--- config.mk ---
export PLATFORM = sky130hd
export DESIGN_NAME = byns_div
export DESIGN_NICKNAME = d
export VERILOG_FILES = /design/src/design/byns_pkg.sv /design/src/design/byns_div.sv
export SDC_FILE = /design/constraint.sdc
export NUM_CORES = 1
export LEC_CHECK = 0
export ABC_AREA = 1
export BUFFER_PORTS_ARGS = -buffer_cell sky130_fd_sc_hd__buf_2
export CAP_MARGIN = 5
export CORE_MARGIN = 3
export CORE_UTILIZATION = 45
export DETAILED_ROUTE_END_ITERATION = 12
export PLACE_DENSITY = 0.7
export SYNTH_ARGS = -nofsm -noshare
export SYNTH_HDL_FRONTEND = slang
export SYNTH_SLANG_ARGS = --single-unit
--- constraint.sdc ---
create_clock -name clk -period 4.15 [get_ports clk]
set_input_delay 0.2075 -clock clk [delete_from_list [all_inputs] [get_ports clk]]
set_output_delay 0.2075 -clock clk [all_outputs]
set_load 0.1 [all_outputs]
--- src/design/byns_pkg.sv ---
package byns_pkg;

	localparam int MAX_YEARS_DEF = 128;

	localparam int MONEY_W = 48;
	localparam int RATE_W  = 25;
	localparam int YEARS_W = 8;
	localparam int YIELD_W = 32;
	localparam int TOL_W   = 29;
	localparam int ITER_W  = 8;
	localparam int STAT_W  = 2;
	localparam int COUP_W  = 49;

	localparam int IN_DATA_W  = 136;
	localparam int OUT_DATA_W = 48;
	localparam int CFG_IDX_W  = 2;
	localparam int CFG_DATA_W = 32;

	localparam int MUL_W  = 64;
	localparam int DIVN_W = 92;
	localparam int DIVD_W = 64;

	localparam logic [CFG_IDX_W-1:0] REG_INITIAL_GUESS   = 2'd0;
	localparam logic [CFG_IDX_W-1:0] REG_STEP_TOLERANCE  = 2'd1;
	localparam logic [CFG_IDX_W-1:0] REG_ITERATION_LIMIT = 2'd2;

	localparam logic [STAT_W-1:0] ST_CONVERGED = 2'd0;
	localparam logic [STAT_W-1:0] ST_FLAT      = 2'd1;
	localparam logic [STAT_W-1:0] ST_LIMIT     = 2'd2;

	localparam logic [YIELD_W-1:0] INIT_GUESS_RST = 32'd13421773;
	localparam logic [TOL_W-1:0]   TOL_RST        = 29'd268;
	localparam logic [ITER_W-1:0]  ITER_LIMIT_RST = 8'd100;

	function automatic logic [63:0] sat_add(input logic [63:0] a, input logic [63:0] b);
		logic [64:0] s;
		s = {1'b0, a} + {1'b0, b};
		return s[64] ? {64{1'b1}} : s[63:0];
	endfunction

endpackage

--- src/design/byns_div.sv ---
module byns_div (
	input  logic                       clk,
	input  logic                       arst_n,
	input  logic                       start,
	input  logic [byns_pkg::DIVN_W-1:0] num,
	input  logic [byns_pkg::DIVD_W-1:0] den,
	output logic                       done,
	output logic [byns_pkg::DIVN_W-1:0] quot
);
	import byns_pkg::*;

	localparam int CW = $clog2(DIVN_W + 1);

	logic              busy_q;
	logic [CW-1:0]     cnt_q;
	logic [DIVD_W-1:0] den_q;
	logic [DIVD_W-1:0] rem_q;
	logic [DIVD_W:0]   rr;
	logic [DIVD_W:0]   diff;
	logic              qbit;

	assign rr   = {rem_q, quot[DIVN_W-1]};
	assign diff = rr - {1'b0, den_q};
	assign qbit = rr >= {1'b0, den_q};

	always_ff @(posedge clk or negedge arst_n) begin
		if (!arst_n) begin
			busy_q <= 1'b0;
			cnt_q  <= '0;
			done   <= 1'b0;
		end else begin
			done <= 1'b0;
			if (start) begin
				busy_q <= 1'b1;
				cnt_q  <= '0;
			end else if (busy_q) begin
				cnt_q <= cnt_q + 1'b1;
				if (cnt_q == CW'(DIVN_W - 1)) begin
					busy_q <= 1'b0;
					done   <= 1'b1;
				end
			end
		end
	end

	// restoring division, one quotient bit per cycle
	always_ff @(posedge clk) begin
		if (start) begin
			den_q <= den;
			rem_q <= '0;
			quot  <= num;
		end else if (busy_q) begin
			rem_q <= qbit ? diff[DIVD_W-1:0] : rr[DIVD_W-1:0];
			quot  <= {quot[DIVN_W-2:0], qbit};
		end
	end

endmodule

==> run metrics <==
status complete, no violations; Final period util approximately 69%; Worst-Skew Late Latency 0.58 ns; Setup CP Type register to register; RSZ-0062 raised after global routing no; Avg WL per Cell around 16 um; H-Tree Depth 1; Starting Density a little under half; number of fill cells about 3200; Final Hold Viols 0; GRT Total Usage roughly 28%; worst-path cell chain inv_1 > ha_1 > nand2_1 > nor2_2 > inv_1 > nor3_1 > nand2_1 > nor3_1 > nand2_1 > nand3_1 > nand3_1 > nand2_1 > nand2_1; DIE AREA around 0.037 sq mm; TritonCTS Sinks approximately 230; clk buf depth 3; ys async rst share under 10%; vias 15866; drc violations 0; Vias per Instance between 4 and 5; cell mode on critical path nand2_1; Post-synth EDFFs about 160; CP max FO 5; Critical Path RT 4.61 ns; worst vdd ir 0.000345 V; crit path launch type register; Synth Instances approximately 2300; Min Clock Period, post-route roughly 2.8 ns; io pins around 250; Setup Viol. Count Final 0; initial antenna violation count 4; clock slew seen by the registers of the worst setup and hold paths 0.06 ns; power density over the cells approximately 330 mW/mm^2; CORE AREA 0.0339 sq mm; CTS tree yes; TritonCTS Buffers 27; Routability Congestion about 1.1; fmax between 0.3 and 0.4 GHz; leakage between 10 and 15 nW; Buf/Inv on CP 2; post-synthesis sequential element count about 230; Mean Syn Cell Area approximately 6.8 sq um; router iterations before antenna repair 6; CP top delay family simple AND/OR/NAND/NOR gates; post-synth top area share between 20% and 30%; largest net degree at the start of global routing 93; ANT nets after route 0; fin nets just under 3000; global route overflow 0; chip width approximately 190 um; row count 67; Cell variety after synth 39; Hold Crit Class input pin to asynchronous set/reset pin; Max-Cap Viols 0; placed cell count ~3000; synth warn 0; Port Buffers roughly 250; share of layout cells above drive strength 1 approximately 13%; Tightest Pin Transition between 0.9 and 1 ns; area leader, netlist edfxtp_1; root buffer cell clkbuf_16; relative slew slack between 30% and 40%; Worst path max stage delay about 0.49 ns; syn nets 2533; first-pass GRT wire length approximately 83 mm; hpwl dp roughly 38 mm; Main synth FF type edfxtp_1; Post-Syn Area between 0.015 and 0.02 sq mm; worst path arrival time 3.31 ns; Core Util, Final between 50% and 60%; Die Span Y 192 um; setup TNS 0 ns; cell at the slowest stage of the critical path nor3_1; sequential area share after synthesis between 30% and 40%; CP endpoint kind register; area grow syn2layout 25.9%; Starting DRT DRC Count between 1000 and 1500; fin. max-slew vios 0; non-filler cells, final approximately 3200; largest cells by area after synthesis edfxtp_1 (30%), nand2_1 (24%), inv_1 (10%); Detailed Route WL 52.4 mm; skew final 0.0230 ns; vias in the first global route about 16000
[cell families (layout without fill, tap and decap cells)]
| family | after synthesis | after routing | synth area share (%) |
|---|---|---|---|
| adder cells (fa/ha/maj) | 66 | 66 | 5.33 |
| other | 0 | 4 | 0 |
| buffers and inverters | 500 | 916 | 12.8 |
| AND/OR/NAND/NOR | 1369 | 1369 | 36.7 |
| XOR/XNOR | 31 | 31 | 1.74 |
| AO/OA/AOI/OAI | 113 | 113 | 3.94 |
| flip-flops | 229 | 229 | 39.6 |
[report_power, final]
part | internal (mW) | total [mW] | leakage, nW | switching [mW]
Combinational | 0.418 | 1.58 | 8.14 | 1.16
Clock | 1.30 | 2.28 | 0.419 | 0.983
Sequential | 2.61 | 2.69 | 2.27 | 0.0798
[cells in the final DEF, fill, tap and decap left out, types with 3 or more instances in the layout]
cell / count
dfxtp_1: 64
nand3b_1: 34
ha_1: 65
a21oi_1: 53
inv_2: 8
xnor2_1: 28
nand2_2: 13
nand2_1: 1003
inv_1: 437
nand3_1: 142
xor2_1: 3
o21ai_1: 17
edfxtp_1: 156
and2_1: 3
clkbuf_1: 8
dfrtp_1: 9
o21bai_1: 7
nand2_4: 4
nor2_4: 6
buf_4: 10
diode_2: 4
clkbuf_8: 3
nor3_1: 20
a21o_1: 3
nand3_2: 12
nor2_2: 14
buf_2: 250
o21ai_0: 28
nor2_1: 99
clkinv_2: 8
clkbuf_16: 28
dlygate4sd3_1: 157
nand4_1: 15
[registers in the layout, indices dropped and copies added, names as in the netlist]
| name | cells |
|---|---|
| cnt_q | 7 |
| rem_q | 64 |
| busy_q | 1 |
| done | 1 |
| quot | 92 |
| den_q | 64 |
[worst reg2reg max path: cells and delay by family, from the launching register on]
kind          cells  cell delay [ns]
flops             1             0.32
fa+ha+maj         1             0.35
buf+inv           2             0.12
simple gates     10             1.94
[cell usage after synthesis (2+ instances only)]
cell type / count
o21ai_0: 28
nor2_1: 101
buf_4: 5
xnor2_1: 28
nor3_1: 20
o21bai_1: 7
inv_1: 437
clkbuf_1: 29
buf_6: 12
dfrtp_1: 9
nand2_1: 1003
nand4_1: 15
nand2_2: 13
nand3b_1: 34
edfxtp_1: 156
nor2_2: 13
and2_1: 3
a21oi_1: 53
inv_2: 8
o21ai_1: 17
buf_2: 7
nand2_4: 4
a21oi_2: 2
nor4_1: 2
nor2_4: 5
nand3_1: 142
nand3_2: 12
xor2_1: 3
a21o_1: 3
dfxtp_1: 64
ha_1: 65
[worst paths after layout]
check	start	to	slack, ns	cells past startpoint
max in group asynchronous	arst_n	done	3.92	2
worst max register to register	den_q[43]	rem_q[60]	1.31	13
worst min register to register	rem_q[44]	rem_q[44]	0.47	2
worst min-delay path	arst_n	cnt_q[0]	0.02	2
min in group clk	start	den_q[3]	0.17	1
worst max-delay path	den_q[43]	rem_q[60]	1.31	13
[through the flow]
step	power (mW)	hold WS [ns]	area, sq um	worst slack, ns
floorplan	3.82	-0.0881	15600	0.304
global placement	4.16	0.0685	17300	1.38
detailed placement	4.17	0.0741	17300	1.40
CTS	6.58	0.00676	19700	1.36
global route	6.82	0.0238	19700	1.18
finish	6.54	0.0242	19700	1.31
[layout make-up]
type	count	area [sq um]	share of cell area [%]
antenna	4	10.0	0.0508
clock buffer	39	772	3.92
clock inverter	11	71.3	0.362
inverter	446	1680	8.51
multi-input combinational	1579	7460	37.9
sequential	229	6190	31.4
tap	448	561	2.85
timing repair buffer	420	2950	15.0
[timing repair]
item                                   CTS  global route
hold buffers                           157             0
endpoints found under the hold margin  165             0
buffers inserted                         0             0
gates resized for setup                  0             0
[per-layer routing]
| metal | wire length, um | share of wire (%) | vias to the layer above | global-route usage [%] |
|---|---|---|---|---|
| li1 | - | - | 7860 | - |
| met1 | 21900 | 42 | 7225 | 36.6 |
| met2 | 24200 | 46 | 665 | 47.5 |
| met3 | 4140 | 7.9 | 116 | 4.70 |
| met4 | 2140 | 4.1 | 0 | 10.3 |
| met5 | 0 | 0 | - | 0 |
Power figures use the tool's default switching activity.
