### src/design/byns_pkg.sv
package byns_pkg;

	localparam int MAX_YEARS_DEF = 128;

	localparam int MONEY_W = 48;
	localparam int RATE_W  = 25;
	localparam int YEARS_W = 8;
	localparam int YIELD_W = 32;
	localparam int TOL_W   = 29;
	localparam int ITER_W  = 8;
	localparam int STAT_W  = 2;
	localparam int COUP_W  = 49;

	localparam int IN_DATA_W  = 136;
	localparam int OUT_DATA_W = 48;
	localparam int CFG_IDX_W  = 2;
	localparam int CFG_DATA_W = 32;

	localparam int MUL_W  = 64;
	localparam int DIVN_W = 92;
	localparam int DIVD_W = 64;

	localparam logic [CFG_IDX_W-1:0] REG_INITIAL_GUESS   = 2'd0;
	localparam logic [CFG_IDX_W-1:0] REG_STEP_TOLERANCE  = 2'd1;
	localparam logic [CFG_IDX_W-1:0] REG_ITERATION_LIMIT = 2'd2;

	localparam logic [STAT_W-1:0] ST_CONVERGED = 2'd0;
	localparam logic [STAT_W-1:0] ST_FLAT      = 2'd1;
	localparam logic [STAT_W-1:0] ST_LIMIT     = 2'd2;

	localparam logic [YIELD_W-1:0] INIT_GUESS_RST = 32'd13421773;
	localparam logic [TOL_W-1:0]   TOL_RST        = 29'd268;
	localparam logic [ITER_W-1:0]  ITER_LIMIT_RST = 8'd100;

	function automatic logic [63:0] sat_add(input logic [63:0] a, input logic [63:0] b);
		logic [64:0] s;
		s = {1'b0, a} + {1'b0, b};
		return s[64] ? {64{1'b1}} : s[63:0];
	endfunction

endpackage

### src/design/byns_mul.sv
module byns_mul (
	input  logic                      clk,
	input  logic                      arst_n,
	input  logic                      start,
	input  logic                      sh24,
	input  logic [byns_pkg::MUL_W-1:0] a,
	input  logic [byns_pkg::MUL_W-1:0] b,
	output logic                      done,
	output logic [byns_pkg::MUL_W-1:0] res
);
	import byns_pkg::*;

	logic [2:0]   cnt_q;
	logic         busy_q;
	logic         sh24_q;
	logic [63:0]  a_q, b_q;
	logic [63:0]  pp_q;
	logic [1:0]   ppsel_q;
	logic [127:0] acc_q;
	logic [127:0] acc_next;
	logic [127:0] pp_ext;
	logic [31:0]  a_part, b_part;

	assign a_part = cnt_q[0] ? a_q[63:32] : a_q[31:0];
	assign b_part = cnt_q[1] ? b_q[63:32] : b_q[31:0];
	assign pp_ext = {64'd0, pp_q} << (7'd32 * {5'd0, ppsel_q});
	assign acc_next = acc_q + pp_ext;

	always_ff @(posedge clk or negedge arst_n) begin
		if (!arst_n) begin
			busy_q <= 1'b0;
			cnt_q  <= '0;
			done   <= 1'b0;
		end else begin
			done <= 1'b0;
			if (start) begin
				busy_q <= 1'b1;
				cnt_q  <= '0;
			end else if (busy_q) begin
				cnt_q <= cnt_q + 3'd1;
				if (cnt_q == 3'd4) begin
					busy_q <= 1'b0;
					done   <= 1'b1;
				end
			end
		end
	end

	always_ff @(posedge clk) begin
		if (start) begin
			a_q    <= a;
			b_q    <= b;
			sh24_q <= sh24;
			acc_q  <= '0;
		end else if (busy_q) begin
			if (cnt_q != 3'd4) begin
				pp_q    <= a_part * b_part;
				ppsel_q <= {1'b0, cnt_q[0]} + {1'b0, cnt_q[1]};
			end
			// accumulate the previous partial product
			if (cnt_q != 3'd0)
				acc_q <= acc_next;
			if (cnt_q == 3'd4) begin
				if (sh24_q)
					res <= (acc_next[127:88] != '0) ? {64{1'b1}} : acc_next[87:24];
				else
					res <= (acc_next[127:96] != '0) ? {64{1'b1}} : acc_next[95:32];
			end
		end
	end

endmodule

### config.mk
export PLATFORM = sky130hd
export DESIGN_NAME = byns_mul
export DESIGN_NICKNAME = d
export VERILOG_FILES = /design/src/design/byns_pkg.sv /design/src/design/byns_mul.sv
export SDC_FILE = /design/constraint.sdc
export NUM_CORES = 2
export LEC_CHECK = 0
export BUFFER_PORTS_ARGS = -buffer_cell sky130_fd_sc_hd__buf_4
export CAP_MARGIN = 20
export CORE_ASPECT_RATIO = 1.25
export CORE_UTILIZATION = 55
export CTS_CLUSTER_SIZE = 12
export DETAILED_ROUTE_END_ITERATION = 6
export PLACE_DENSITY = 0.83
export SKIP_CTS_REPAIR_TIMING = 1
export SLEW_MARGIN = 20
export SYNTH_ARGS = -nofsm -noshare
export SYNTH_HDL_FRONTEND = slang
export SYNTH_SLANG_ARGS = --single-unit
### constraint.sdc
create_clock -name clk -period 10.09 [get_ports clk]
set_input_delay 1.5135 -clock clk [delete_from_list [all_inputs] [get_ports clk]]
set_output_delay 1.5135 -clock clk [all_outputs]
set_load 0.02 [all_outputs]
==> results by group <==
Clock tree
  – Worst-case clock buffer depth: 3
  – Inserted Clock Buffers: 43
  – Root buffer cell: clkbuf_16
  – Clk sinks: 392
  – H-tree Lvls: 2
  – Clk_lat worst skew: 0.65 ns
  – CTS tree: yes
  – Worst-path clk slew: 0.06 ns

GRT
  – Largest net degree at the start of global routing: 91
  – Vias in the first global route: 50,300
  – First-pass GRT wire length: 294 mm
  – Grt ovf: 0
  – Initial antenna violation count: 8
  – Global Route Usage Sum: 37.9%

Route
  – Routed len/inst: 24.9 µm
  – Via-to-Cell Ratio: 6.21
  – Antenna-violating nets left: 0
  – First-pass DRT Iterations: 7
  – # DRC: 46
  – Final WL: 197 mm
  – Routed via count: 49,000
  – Number of DRC markers in iteration 0: 5,061

Logic synthesis
  – Average size of a mapped cell: 8.76 µm²
  – Synth Warn #: 0
  – Post-synth net total: 7,909
  – Register bit total from synthesis: 392
  – Post-Syn Area: 56,900 µm²
  – Primary FF master, synth: edfxtp_1
  – EDFF count, synth: 259
  – Count of different cell masters after synthesis: 82
  – Async S/R FF share, synth: 1.28%
  – Syn Inst Count: 6,488
  – Register area share after synthesis: 18.4%

Outcome
  – Run status: finished, violations left
  – Failing checks: DRC

Worst setup path
  – CP Launch Point: cnt_q[1]
  – Register-to-register setup slack: 0.37 ns
  – WP data arrival: 10.08 ns
  – Worst r2r dst: pp_q[56]
  – Setup crit end: pp_q[56]
  – WS Path Type: reg -> reg
  – Worst Setup End Kind: flip-flop
  – Critical path's slowest cell: dfrtp_4
  – Max incr delay on CP: 0.59 ns
  – Top cell by count, worst path: fa_1
  – Critical-path maximum fanout: 32
  – CP startpoint kind: flip-flop
  – WP data required: 10.45 ns
  – Worst R2R Path Depth: 29
  – Reg-to-reg startpoint: cnt_q[1]

STA
  – Fin Setup TNS: 0 ns
  – Worst-margin pin slew: 1.14 ns
  – Final setup vio count: 0
  – Fin. max-slew vios: 0
  – Fin crit share: 96.3%
  – RSZ-0062 raised after global routing: no
  – Layout Skew: 0.0577 ns
  – WHS: 0.457 ns
  – Slew HR: 22.1%
  – Fmax: 103 MHz
  – Hold Fails Final Rpt: 0
  – Final period demand of the worst path: 9.72 ns

Layout
  – Utilization after layout: 60.2%
  – Area Overhead vs Synth: 8.33%
  – Share of cells above drive strength 1: 8.27%
  – Nets@finish: 7,958

Die
  – Core ar.: 102,000 µm²
  – I/O pin count: 197
  – Die W: 290 µm
  – Initial core utilization: 55.6%
  – Row count: 131
  – Die Area: 105,000 µm²
  – Chip height: 361 µm

Placement
  – PortBufs: 196
  – Detailed placer's ending HPWL: 158 mm
  – Global placer's final weighted congestion: 1.09

Hold path
  – Hold WC Path Type: reg -> reg

Flow run
  – Max Cap Viol: 0
==> cells in the mapped netlist (33+ instances only) <==
master / count / share of area, %
nand3_1: 36 / 0.32
nand4_1: 69 / 0.76
a21oi_1: 405 / 3.6
a31oi_1: 43 / 0.47
nor2b_1: 55 / 0.61
and2_1: 48 / 0.53
a22o_1: 33 / 0.51
edfxtp_1: 259 / 14
inv_1: 936 / 6.2
mux2i_1: 100 / 1.8
nand2_1: 878 / 5.8
nor2_1: 858 / 5.7
xor2_1: 64 / 0.99
nor3_1: 134 / 1.2
a21o_1: 90 / 1.2
mux2_2: 57 / 1.1
clkbuf_1: 306 / 2.0
dfxtp_1: 128 / 4.5
fa_1: 897 / 32
xnor2_1: 109 / 1.7
o21ai_0: 164 / 1.4
ha_1: 392 / 8.6
==> final cells by class <==
cell class | instances | area [µm²]
timing repair buffer | 346 | 2680
fill | 8593 | 40700
clock inverter | 16 | 225
antenna | 3 | 7.51
sequential | 392 | 10500
inverter | 936 | 3510
tap | 1330 | 1660
multi-input combinational | 4818 | 41900
clock buffer | 60 | 1160
==> cells in the final DEF (no fill, tap or decap), types with 22 or more instances in the layout <==
| master | instances |
|---|---|
| mux2i_2 | 40 |
| mux2i_1 | 56 |
| and2_1 | 48 |
| nor2b_1 | 53 |
| clkbuf_16 | 43 |
| o21ai_0 | 162 |
| fa_1 | 897 |
| o21bai_1 | 32 |
| dfxtp_1 | 128 |
| nor2_1 | 857 |
| nor3_1 | 133 |
| a21oi_1 | 404 |
| a22o_1 | 33 |
| inv_1 | 936 |
| nand4_1 | 69 |
| a21o_1 | 90 |
| buf_4 | 339 |
| nand2_1 | 877 |
| a211oi_1 | 31 |
| xor2_1 | 63 |
| a31oi_1 | 42 |
| and3_1 | 24 |
| edfxtp_1 | 259 |
| nand3_1 | 36 |
| ha_1 | 392 |
| o21a_1 | 22 |
| xnor2_1 | 109 |
| nand2b_1 | 23 |
| mux2_2 | 57 |
==> worst min path at each step <==
| stage | slack [ns] | from | cells after the start | to |
|---|---|---|---|---|
| 2_1_floorplan | 0.44 | acc_q[11] | 2 | acc_q[11] |
| 3_5_place_dp | 0.45 | acc_q[9] | 2 | acc_q[9] |
| 3_3_place_gp | 0.44 | acc_q[12] | 2 | acc_q[12] |
| 5_1_grt | 0.47 | acc_q[98] | 2 | acc_q[98] |
| 6_report | 0.46 | acc_q[6] | 2 | acc_q[6] |
| 4_1_cts | 0.46 | acc_q[9] | 2 | acc_q[9] |
==> routing by layer <==
| metal | track usage [%] | wire length [µm] | vias to the layer above |
|---|---|---|---|
| li1 | - | - | 21000 |
| met1 | 42.1 | 64200 | 23600 |
| met2 | 60.4 | 88500 | 3323 |
| met3 | 9.30 | 21600 | 1114 |
| met4 | 33.6 | 22300 | 12 |
| met5 | 0 | 82 | - |
==> cell families (layout without fill, tap and decap cells) <==
| family | Yosys count | count (layout) | share of synthesized area (%) |
|---|---|---|---|
| buffers and inverters | 1278 | 1358 | 8.47 |
| AOI/OAI and AO/OA | 975 | 975 | 10.5 |
| xor gates and xnor gates | 173 | 173 | 2.66 |
| adders and majority gates | 1289 | 1289 | 40.2 |
| other | 0 | 3 | 0 |
| and+or+nand+nor | 2215 | 2215 | 16.6 |
| DFF | 392 | 392 | 18.4 |
| muxes | 166 | 166 | 3.07 |
==> worst max-delay path, delay by kind of cell, from the launching register on <==
family | cells | cell delay [ns]
buffers and inverters | 5 | 0.87
XOR/XNOR | 1 | 0.14
multiplexers | 1 | 0.30
AO/OA/AOI/OAI | 10 | 2.69
AND/OR/NAND/NOR | 3 | 0.39
adder cells (fa/ha/maj) | 9 | 4.39
flip-flops | 1 | 0.59
==> stage by stage <==
step,cells,instance area (µm²),worst slack [ns]
after floorplan,6488,56900,0.815
after global placement,7820,60100,0.441
after detailed placement,7820,60100,0.222
after CTS,7896,61500,0.210
after global routing,7900,61600,0.00813
final,7901,61600,0.372
==> registers in the layout, indices dropped and copies added (netlist names) <==
signal   cells
a_q         64
acc_q      128
b_q         64
busy_q       1
cnt_q        3
done         1
pp_q        64
ppsel_q      2
res         64
sh24_q       1
Power is not shown: default switching activity piles up to over one toggle a cycle in this logic, so the estimate is an artifact.
